### src/rtl/core/tcprw_pkg.sv
// Shared types and constants of the Reno congestion window unit.
package tcprw_pkg;

  typedef logic [1:0] phase_t;

  typedef struct packed {
    logic busy;
    logic done;
  } div_status_t;

  localparam phase_t PH_SLOW    = 2'd0;
  localparam phase_t PH_AVOID   = 2'd1;
  localparam phase_t PH_RECOVER = 2'd2;

  localparam logic CMD_ACK   = 1'b0;
  localparam logic CMD_TIMER = 1'b1;

  localparam logic [1:0] CFG_SEGMENT_SIZE = 2'd0;
  localparam logic [1:0] CFG_INIT_THRESH  = 2'd1;
  localparam logic [1:0] CFG_MIN_TIMEOUT  = 2'd2;
  localparam logic [1:0] CFG_MAX_TIMEOUT  = 2'd3;

  localparam logic [15:0] RST_SEGMENT_SIZE = 16'd100;
  localparam logic [31:0] RST_INIT_THRESH  = 32'd65535;
  localparam logic [7:0]  RST_MIN_TIMEOUT  = 8'd2;
  localparam logic [7:0]  RST_MAX_TIMEOUT  = 8'd10;

  localparam logic [7:0] DUP_TRIGGER  = 8'd3;
  localparam logic [7:0] COUNT_MAX    = 8'd255;
  localparam logic [7:0] STRIKE_LIMIT = 8'd5;

endpackage

### src/rtl/core/tcprw_divider.sv
// Restoring divider, one quotient bit per cycle.
module tcprw_divider
  import tcprw_pkg::*;
#(
  parameter int WIDTH = 32
) (
  input  logic             clk,
  input  logic             rst,
  input  logic             start,
  input  logic [WIDTH-1:0] dividend,
  input  logic [WIDTH-1:0] divisor,
  output div_status_t      status,
  output logic [WIDTH-1:0] quotient,
  output logic [WIDTH-1:0] remainder
);

  localparam int CW = $clog2(WIDTH + 1);

  logic [CW-1:0]    count;
  logic             done;
  logic [WIDTH-1:0] quo;
  logic [WIDTH-1:0] rem;
  logic [WIDTH-1:0] dsr;
  logic [WIDTH:0]   shifted;
  logic [WIDTH:0]   diff;
  logic             fits;

  assign shifted = {rem, quo[WIDTH-1]};
  assign fits    = shifted >= {1'b0, dsr};
  assign diff    = shifted - {1'b0, dsr};

  always_ff @(posedge clk) begin
    if (rst) begin
      count <= '0;
      done  <= 1'b0;
    end else begin
      done <= 1'b0;
      if (start) begin
        count <= CW'(WIDTH);
      end else if (count != '0) begin
        count <= count - 1'b1;
        if (count == CW'(1)) begin
          done <= 1'b1;
        end
      end
    end
  end

  always_ff @(posedge clk) begin
    if (start) begin
      quo <= dividend;
      rem <= '0;
      dsr <= divisor;
    end else if (count != '0) begin
      quo <= {quo[WIDTH-2:0], fits};
      rem <= fits ? diff[WIDTH-1:0] : shifted[WIDTH-1:0];
    end
  end

  assign status.busy = (count != '0);
  assign status.done = done;
  assign quotient    = quo;
  assign remainder   = rem;

endmodule

### src/rtl/core/tcp_reno_congestion_window_unit.sv
// Reno congestion window unit: top level with sequencer, state and output register.
// Sequence: timer items go from track to done; ACKs go from track through the rule
// state to done, via a threshold check when slow start grows the window, and via the
// divider when they grow it in avoidance or trigger fast retransmit with a nonzero MSS.
// Throughput: one item at a time; the next is taken the cycle after the result is
// registered, and a result still waiting on result_ready stalls the one behind it.
// Reset: synchronous; state and config registers reset, window = 100, threshold = 65535.
module tcp_reno_congestion_window_unit
  import tcprw_pkg::*;
#(
  parameter int WINDOW_WIDTH = 32
) (
  input  logic        clk,
  input  logic        rst,
  input  logic        cfg_write,
  input  logic [1:0]  cfg_index,
  input  logic [31:0] cfg_data,
  input  logic        item_valid,
  output logic        item_ready,
  input  logic        command,
  input  logic [31:0] ack_number,
  input  logic        has_outstanding,
  output logic        result_valid,
  input  logic        result_ready,
  output logic [31:0] window_bytes,
  output logic [31:0] threshold_bytes,
  output phase_t      phase,
  output logic        retransmit_oldest,
  output logic        ack_stale,
  output logic [7:0]  duplicate_count,
  output logic [7:0]  timeout_seconds
);

  localparam int W   = WINDOW_WIDTH;
  localparam int WP1 = W + 1;
  localparam int N   = (W > 32) ? W : 32;
  localparam int NP1 = N + 1;
  localparam logic [W-1:0] WIN_MAX   = '1;
  localparam logic [N:0]   WIN_MAX_X = NP1'(WIN_MAX);

  localparam logic [3:0] ST_IDLE  = 4'd0;
  localparam logic [3:0] ST_TRACK = 4'd1;
  localparam logic [3:0] ST_RULE  = 4'd2;
  localparam logic [3:0] ST_CHECK = 4'd3;
  localparam logic [3:0] ST_MUL   = 4'd4;
  localparam logic [3:0] ST_START = 4'd5;
  localparam logic [3:0] ST_WAIT  = 4'd6;
  localparam logic [3:0] ST_APPLY = 4'd7;
  localparam logic [3:0] ST_FLOOR = 4'd8;
  localparam logic [3:0] ST_DONE  = 4'd9;

  localparam logic MODE_QUOT = 1'b0;
  localparam logic MODE_MOD  = 1'b1;

  function automatic logic [W-1:0] sat_add_mss(input logic [W-1:0] a, input logic [15:0] b);
    logic [W:0] s;
    s = {1'b0, a} + WP1'(b);
    return s[W] ? WIN_MAX : s[W-1:0];
  endfunction

  logic [3:0]   state;
  logic [15:0]  cfg_mss;
  logic [7:0]   cfg_min_to;
  logic [7:0]   cfg_max_to;

  phase_t       cur_phase;
  logic [W-1:0] window;
  logic [W-1:0] threshold;
  logic [31:0]  prev_ack;
  logic         ack_seen;
  logic [7:0]   dup_count;
  logic [7:0]   timeout_value;
  logic [7:0]   strikes;

  logic         cmd_q;
  logic [31:0]  ack_q;
  logic         outst_q;
  logic         retx_q;
  logic         stale_q;
  logic         div_mode;
  logic [31:0]  prod;
  logic [N-1:0] scratch;

  logic         div_start;
  logic [N-1:0] div_dividend;
  logic [N-1:0] div_divisor;
  div_status_t  div_status;
  logic [N-1:0] div_quotient;
  logic [N-1:0] div_remainder;

  logic [N-1:0] window_x;
  logic [N-1:0] thresh_x;
  logic [N-1:0] half_x;
  logic [N-1:0] floor2_x;
  logic [N:0]   quot_sum;
  logic [7:0]   strikes_inc;
  logic         out_free;

  assign item_ready   = (state == ST_IDLE);
  assign out_free     = !result_valid || result_ready;
  assign window_x     = N'(window);
  assign thresh_x     = N'(threshold);
  assign half_x       = N'(window >> 1);
  assign floor2_x     = N'({cfg_mss, 1'b0});
  assign quot_sum     = {1'b0, window_x} + {1'b0, div_quotient};
  assign strikes_inc  = (strikes == COUNT_MAX) ? COUNT_MAX : strikes + 8'd1;
  assign div_start    = (state == ST_START);
  assign div_dividend = (div_mode == MODE_MOD) ? half_x : N'(prod);
  assign div_divisor  = (div_mode == MODE_MOD) ? N'(cfg_mss) : window_x;

  tcprw_divider #(
    .WIDTH(N)
  ) u_div (
    .clk       (clk),
    .rst       (rst),
    .start     (div_start),
    .dividend  (div_dividend),
    .divisor   (div_divisor),
    .status    (div_status),
    .quotient  (div_quotient),
    .remainder (div_remainder)
  );

  always_ff @(posedge clk) begin
    if (rst) begin
      cfg_mss    <= RST_SEGMENT_SIZE;
      cfg_min_to <= RST_MIN_TIMEOUT;
      cfg_max_to <= RST_MAX_TIMEOUT;
    end else if (cfg_write) begin
      unique case (cfg_index)
        CFG_SEGMENT_SIZE: cfg_mss    <= cfg_data[15:0];
        CFG_INIT_THRESH:  ;
        CFG_MIN_TIMEOUT:  cfg_min_to <= cfg_data[7:0];
        CFG_MAX_TIMEOUT:  cfg_max_to <= cfg_data[7:0];
        default: ;
      endcase
    end
  end

  always_ff @(posedge clk) begin
    if (state == ST_IDLE && item_valid) begin
      cmd_q   <= command;
      ack_q   <= ack_number;
      outst_q <= has_outstanding;
    end
    if (state == ST_MUL) begin
      prod <= cfg_mss * cfg_mss;
    end
    if (state == ST_APPLY) begin
      scratch <= half_x - div_remainder;
    end
  end

  always_ff @(posedge clk) begin
    if (rst) begin
      state         <= ST_IDLE;
      cur_phase     <= PH_SLOW;
      window        <= W'(RST_SEGMENT_SIZE);
      threshold     <= W'(RST_INIT_THRESH);
      prev_ack      <= '0;
      ack_seen      <= 1'b0;
      dup_count     <= '0;
      timeout_value <= RST_MIN_TIMEOUT;
      strikes       <= '0;
      retx_q        <= 1'b0;
      stale_q       <= 1'b0;
      div_mode      <= MODE_QUOT;
      result_valid  <= 1'b0;
    end else begin
      if (result_valid && result_ready && state != ST_DONE) begin
        result_valid <= 1'b0;
      end
      unique case (state)
        ST_IDLE: begin
          if (item_valid) begin
            retx_q  <= 1'b0;
            stale_q <= 1'b0;
            state   <= ST_TRACK;
          end
        end
        ST_TRACK: begin
          if (cmd_q == CMD_ACK) begin
            if (ack_seen && prev_ack > ack_q) begin
              stale_q <= 1'b1;
            end else begin
              if (ack_seen && prev_ack == ack_q) begin
                if (dup_count != COUNT_MAX) begin
                  dup_count <= dup_count + 8'd1;
                end
              end else begin
                dup_count <= '0;
              end
              prev_ack <= ack_q;
              ack_seen <= 1'b1;
            end
            if (timeout_value > cfg_min_to) begin
              strikes       <= '0;
              timeout_value <= timeout_value - 8'd1;
            end
            state <= ST_RULE;
          end else begin
            window    <= W'(cfg_mss);
            cur_phase <= PH_SLOW;
            if (outst_q) begin
              strikes <= strikes_inc;
              if (strikes_inc > STRIKE_LIMIT && timeout_value < cfg_max_to) begin
                timeout_value <= timeout_value + 8'd1;
              end
            end
            state <= ST_DONE;
          end
        end
        ST_RULE: begin
          state <= ST_DONE;
          if (cur_phase == PH_RECOVER) begin
            if (dup_count != '0) begin
              window <= sat_add_mss(window, cfg_mss);
            end else begin
              window    <= sat_add_mss(threshold, cfg_mss);
              cur_phase <= PH_AVOID;
            end
          end else if (dup_count == DUP_TRIGGER) begin
            retx_q <= 1'b1;
            if (cfg_mss == '0) begin
              threshold <= W'(half_x);
              cur_phase <= PH_RECOVER;
            end else begin
              div_mode <= MODE_MOD;
              state    <= ST_START;
            end
          end else if (dup_count == '0) begin
            if (cur_phase == PH_AVOID) begin
              if (window == '0) begin
                window <= WIN_MAX;
              end else begin
                div_mode <= MODE_QUOT;
                state    <= ST_MUL;
              end
            end else begin
              window <= sat_add_mss(window, cfg_mss);
              state  <= ST_CHECK;
            end
          end
        end
        ST_CHECK: begin
          if (window > threshold) begin
            cur_phase <= PH_AVOID;
          end
          state <= ST_DONE;
        end
        ST_MUL: begin
          state <= ST_START;
        end
        ST_START: begin
          state <= ST_WAIT;
        end
        ST_WAIT: begin
          if (div_status.done && !div_status.busy) begin
            state <= ST_APPLY;
          end
        end
        ST_APPLY: begin
          if (div_mode == MODE_MOD) begin
            state <= ST_FLOOR;
          end else begin
            window <= (quot_sum > WIN_MAX_X) ? WIN_MAX : quot_sum[W-1:0];
            state  <= ST_DONE;
          end
        end
        ST_FLOOR: begin
          threshold <= (scratch < floor2_x) ? W'(floor2_x) : W'(scratch);
          cur_phase <= PH_RECOVER;
          state     <= ST_DONE;
        end
        ST_DONE: begin
          if (out_free) begin
            result_valid <= 1'b1;
            state        <= ST_IDLE;
          end
        end
        default: state <= ST_IDLE;
      endcase
    end
  end

  always_ff @(posedge clk) begin
    if (state == ST_DONE && out_free) begin
      window_bytes      <= window_x[31:0];
      threshold_bytes   <= thresh_x[31:0];
      phase             <= cur_phase;
      retransmit_oldest <= retx_q;
      ack_stale         <= stale_q;
      duplicate_count   <= dup_count;
      timeout_seconds   <= timeout_value;
    end
  end

endmodule

### config.mk
export PLATFORM = sky130hd
export DESIGN_NAME = tcp_reno_congestion_window_unit
export DESIGN_NICKNAME = d
export VERILOG_FILES = /design/src/rtl/core/tcprw_pkg.sv /design/src/rtl/core/tcprw_divider.sv /design/src/rtl/core/tcp_reno_congestion_window_unit.sv
export SDC_FILE = /design/constraint.sdc
export NUM_CORES = 2
export LEC_CHECK = 0
export BUFFER_PORTS_ARGS = -buffer_cell sky130_fd_sc_hd__buf_2
export CORE_MARGIN = 1
export CORE_UTILIZATION = 57
export CTS_BUF_LIST = sky130_fd_sc_hd__clkbuf_8 sky130_fd_sc_hd__clkbuf_16
export CTS_CLUSTER_SIZE = 20
export DETAILED_ROUTE_END_ITERATION = 8
export PLACE_DENSITY_LB_ADDON = 0.25
export SETUP_SLACK_MARGIN = 0.4
export SKIP_LAST_GASP = 1
export SLEW_MARGIN = 20
export SYNTH_ARGS = -nofsm -noshare
export SYNTH_HDL_FRONTEND = slang
export SYNTH_SLANG_ARGS = --single-unit
### constraint.sdc
create_clock -name clk -period 7.4 [get_ports clk]
set_input_delay 0.74 -clock clk [delete_from_list [all_inputs] [get_ports clk]]
set_output_delay 0.74 -clock clk [all_outputs]
set_load 0.005 [all_outputs]
==> results.md <==
* Period Utilization, post-route at about nine tenths
* Die area at 61900 sq um
* Largest net degree at the start of global routing at 85
* Maxcap violations at 0
* Synth warnings at 0
* Antenna violations before repair at 4
* Cell accounting for the most synthesized area: edfxtp_1
* Clock sinks at around 450
* Core Area at roughly 60000 sq um
* Synthesized area at roughly 35000 sq um
* Synth unique cells at 92
* Reg clk slew, reported paths at roughly 0.070 ns
* Slew Limit Fails at 0
* CTS Buffer Depth at 3
* Vias post-DR at 28700
* Buf/Inv on CP at 7
* Peak VDD IR at between 0.2 and 0.25 mV
* Required @ worst endpoint at 7.74 ns
* Crit-path max FO at 10
* Final antenna-violating net count at 0
* Worst Path Arrival at between 7 and 8 ns
* Drt pass-1 iters at 7
* Slowest stage delay, CP at ~0.54 ns
* Worst Hold Class: in2reg
* FILL cells at 5012
* Die width at about 250 microns
* CTS H-tree depth at 2
* Pwr dens at 306 nW/um^2
* Syn Area/Cell at around 9.1 sq um
* Nets at 4499
* Worst slew margin at about 21%
* Critical Path Most Common Cell: fa_1
* Met2 wire length at 45000 microns
* RSZ-0062 raised after global routing: no
* Number of global-route vias before repair at 27000
* Die height at about 250 microns
* GP Congestion at 0.982
* Final setup violation count at 0
* Site Rows at 90
* Post-layout util at around 64%
* Mean number of vias per cell at 6.03
* Global route total overflow at 0
* Crit path max-delay family: adder cells
* Hold WS at between 0.2 and 0.3 ns
* IO buf count at roughly 140
* Drt total wl at around 96000 microns
* CTS root buffer: clkbuf_16
* Highest routed layer: met5
* Outcome: completed
* P_leak at about 17 nW
* Share of layout cells above drive strength 1 at about a tenth
* CP Capture Type: flop
* Total Routing Usage GR at a little under a third
* Global-route wire length before repair at roughly 150000 microns
* Gate Count Post-Synth at 3799
* Register area at between 10000 and 15000 sq um
* Pin slew with the least headroom to its limit at around 1.2 ns
* Layout area overhead at 10.3%
* Initial Util at between 50 and 60%
* Routed met3 length at around 6800 microns
* Num ports at about 160
* Post-synth top area share at a little over a fifth
* Final WS setup at 0.654 ns
* CP Launch Type: flop
* DRT met1 WL at ~40000 microns
* Synth top area cells: edfxtp_1, ha_1, dfxtp_1, fa_1, inv_1
* Area of the multi-input gates at 21100 sq um
* #FFs+latches synth at about 450
* Cts hold-fix bufs at 0
* Net Count, Synth at 4374
* Number of CTS-inserted buffers at 50
* Setup TNS at 0 ns
* Final hold vios at 0
* Wirelength per Cell at between 20 and 25 microns
* Slowest stage cell, crit path: fa_1
* Highest clock rate at 0.148 GHz
* Detailed Route Iter0 Violations at between 2000 and 2500
* Post-synth EDFFs at between 200 and 250
* CP Class: reg2reg
* Placed wire-length estimate at 73300 microns
* Fin crit period at approximately 6.7 ns
* CTS tree: done
* Dpl ws at 0.530 ns
* Synth async-reset ratio at 0%
* Most used DFF post-synth: edfxtp_1
* Worst-Skew Late Latency at 0.62 ns
* Clock Skews at ~0.030 ns
* Post-route DRC at 0
* Sequential-to-total area share from yosys stat at 32.8%
==> synthesized netlist by cell type (15+ instances only) <==
cell      instances
o21ai_0         214
or2_2            15
dfxtp_1         202
xnor2_1         122
nand4_1          40
a211o_1          31
nor3_1           48
and3_1           34
nor2_1          278
a21oi_1         311
a21o_1           91
edfxtp_1        245
fa_1            170
nand2_1         333
nor2b_1          45
mux2i_1          84
nand2b_1         34
a31oi_1          23
clkbuf_1        125
o21bai_1         22
o211ai_1         27
nand3_1          63
o21a_1           33
a211oi_1         67
a221oi_1         17
o221ai_1         15
xor2_1           51
or3_1            15
nor4_1           30
ha_1            332
and2_1           26
inv_1           448
mux2_2           17
==> stage by stage <==
step	instance area, sq um	instances	power (W)
final	38300	4749	0.0117
after global routing	38300	4748	0.0125
after CTS	38200	4747	0.0117
after detailed placement	36500	4653	0.00901
after global placement	36500	4653	0.00891
after floorplan	34700	3799	0.00756
==> logic make-up after synthesis <==
| group | Yosys count | synth area share (%) |
|---|---|---|
| flip-flops | 447 | 32.8 |
| multiplexers | 101 | 2.97 |
| AO/OA/AOI/OAI | 972 | 17.9 |
| adder cells (fa/ha/maj) | 502 | 21.8 |
| XOR/XNOR | 173 | 4.37 |
| AND/OR/NAND/NOR | 997 | 13.4 |
| buffers and inverters | 607 | 6.70 |
==> final timing paths <==
check	end	from	depth (start not counted)	slack (ns)
worst min-delay path	ack_q[22]	ack_number[22]	1	0.30
worst max register to register	prod[30]	cfg_mss[8]	25	0.65
worst max-delay path	prod[30]	cfg_mss[8]	25	0.65
worst min register to register	ack_stale	stale_q	0	0.44
==> registers in the layout (all words and copies together) (netlist names), 16 cells and up <==
register / count
ack_q: 32
window_bytes: 32
thresh_x: 32
scratch: 32
window: 32
u_div.remainder: 32
u_div.dsr: 32
prev_ack: 32
u_div.quotient: 32
cfg_mss: 16
prod: 31
threshold_bytes: 32
==> cells in the final DEF, fill, tap and decap left out, types with 22 or more instances in the layout <==
cell type | netlist | routed
mux2i_1 | 84 | 84
nand2_1 | 333 | 333
nand3_1 | 63 | 62
o21a_1 | 33 | 33
and2_1 | 26 | 25
xor2_1 | 51 | 51
nor4_1 | 30 | 29
ha_1 | 332 | 332
xnor2_1 | 122 | 122
nor3_1 | 48 | 47
a211oi_1 | 67 | 67
buf_4 | 5 | 80
o21ai_0 | 214 | 211
o21bai_1 | 22 | 22
buf_2 | 11 | 141
dfxtp_1 | 202 | 190
fa_1 | 170 | 170
clkbuf_16 | 0 | 52
inv_1 | 448 | 450
nand4_1 | 40 | 40
a21oi_1 | 311 | 311
and3_1 | 34 | 34
a211o_1 | 31 | 31
a31oi_1 | 23 | 22
nand2b_1 | 34 | 34
a21o_1 | 91 | 91
edfxtp_1 | 245 | 245
nor2b_1 | 45 | 45
nor2_1 | 278 | 277
o211ai_1 | 27 | 27
==> layer usage <==
metal | vias up | GRT usage (%)
li1 | 13600 | -
met1 | 13800 | 41.0
met2 | 1007 | 50.4
met3 | 222 | 5.02
met4 | 4 | 11.7
met5 | - | 0
==> power by group <==
| group | internal (W) | switching [W] | total [W] |
|---|---|---|---|
| clock network | 0.00156 | 0.00109 | 0.00265 |
| registers | 0.00325 | 0.000475 | 0.00373 |
| logic | 0.00208 | 0.00327 | 0.00535 |
| total | 0.00689 | 0.00483 | 0.0117 |
==> area by class of cell <==
class,count,share of cell area (%)
inverters,455,4.48
multi-input cells,2745,55.0
flip-flops and latches,447,29.8
clock buffers,58,3.61
diodes,1,0.00654
clock inverters,36,1.01
well taps,782,2.56
repair buffers,225,3.53
==> repair_timing <==
action | in CTS | in global routing
resized for setup | 0 | 23
setup endpoints to repair | 0 | 5
setup buffers | 0 | 1
No activity file was read; power rests on OpenSTA's default activity.
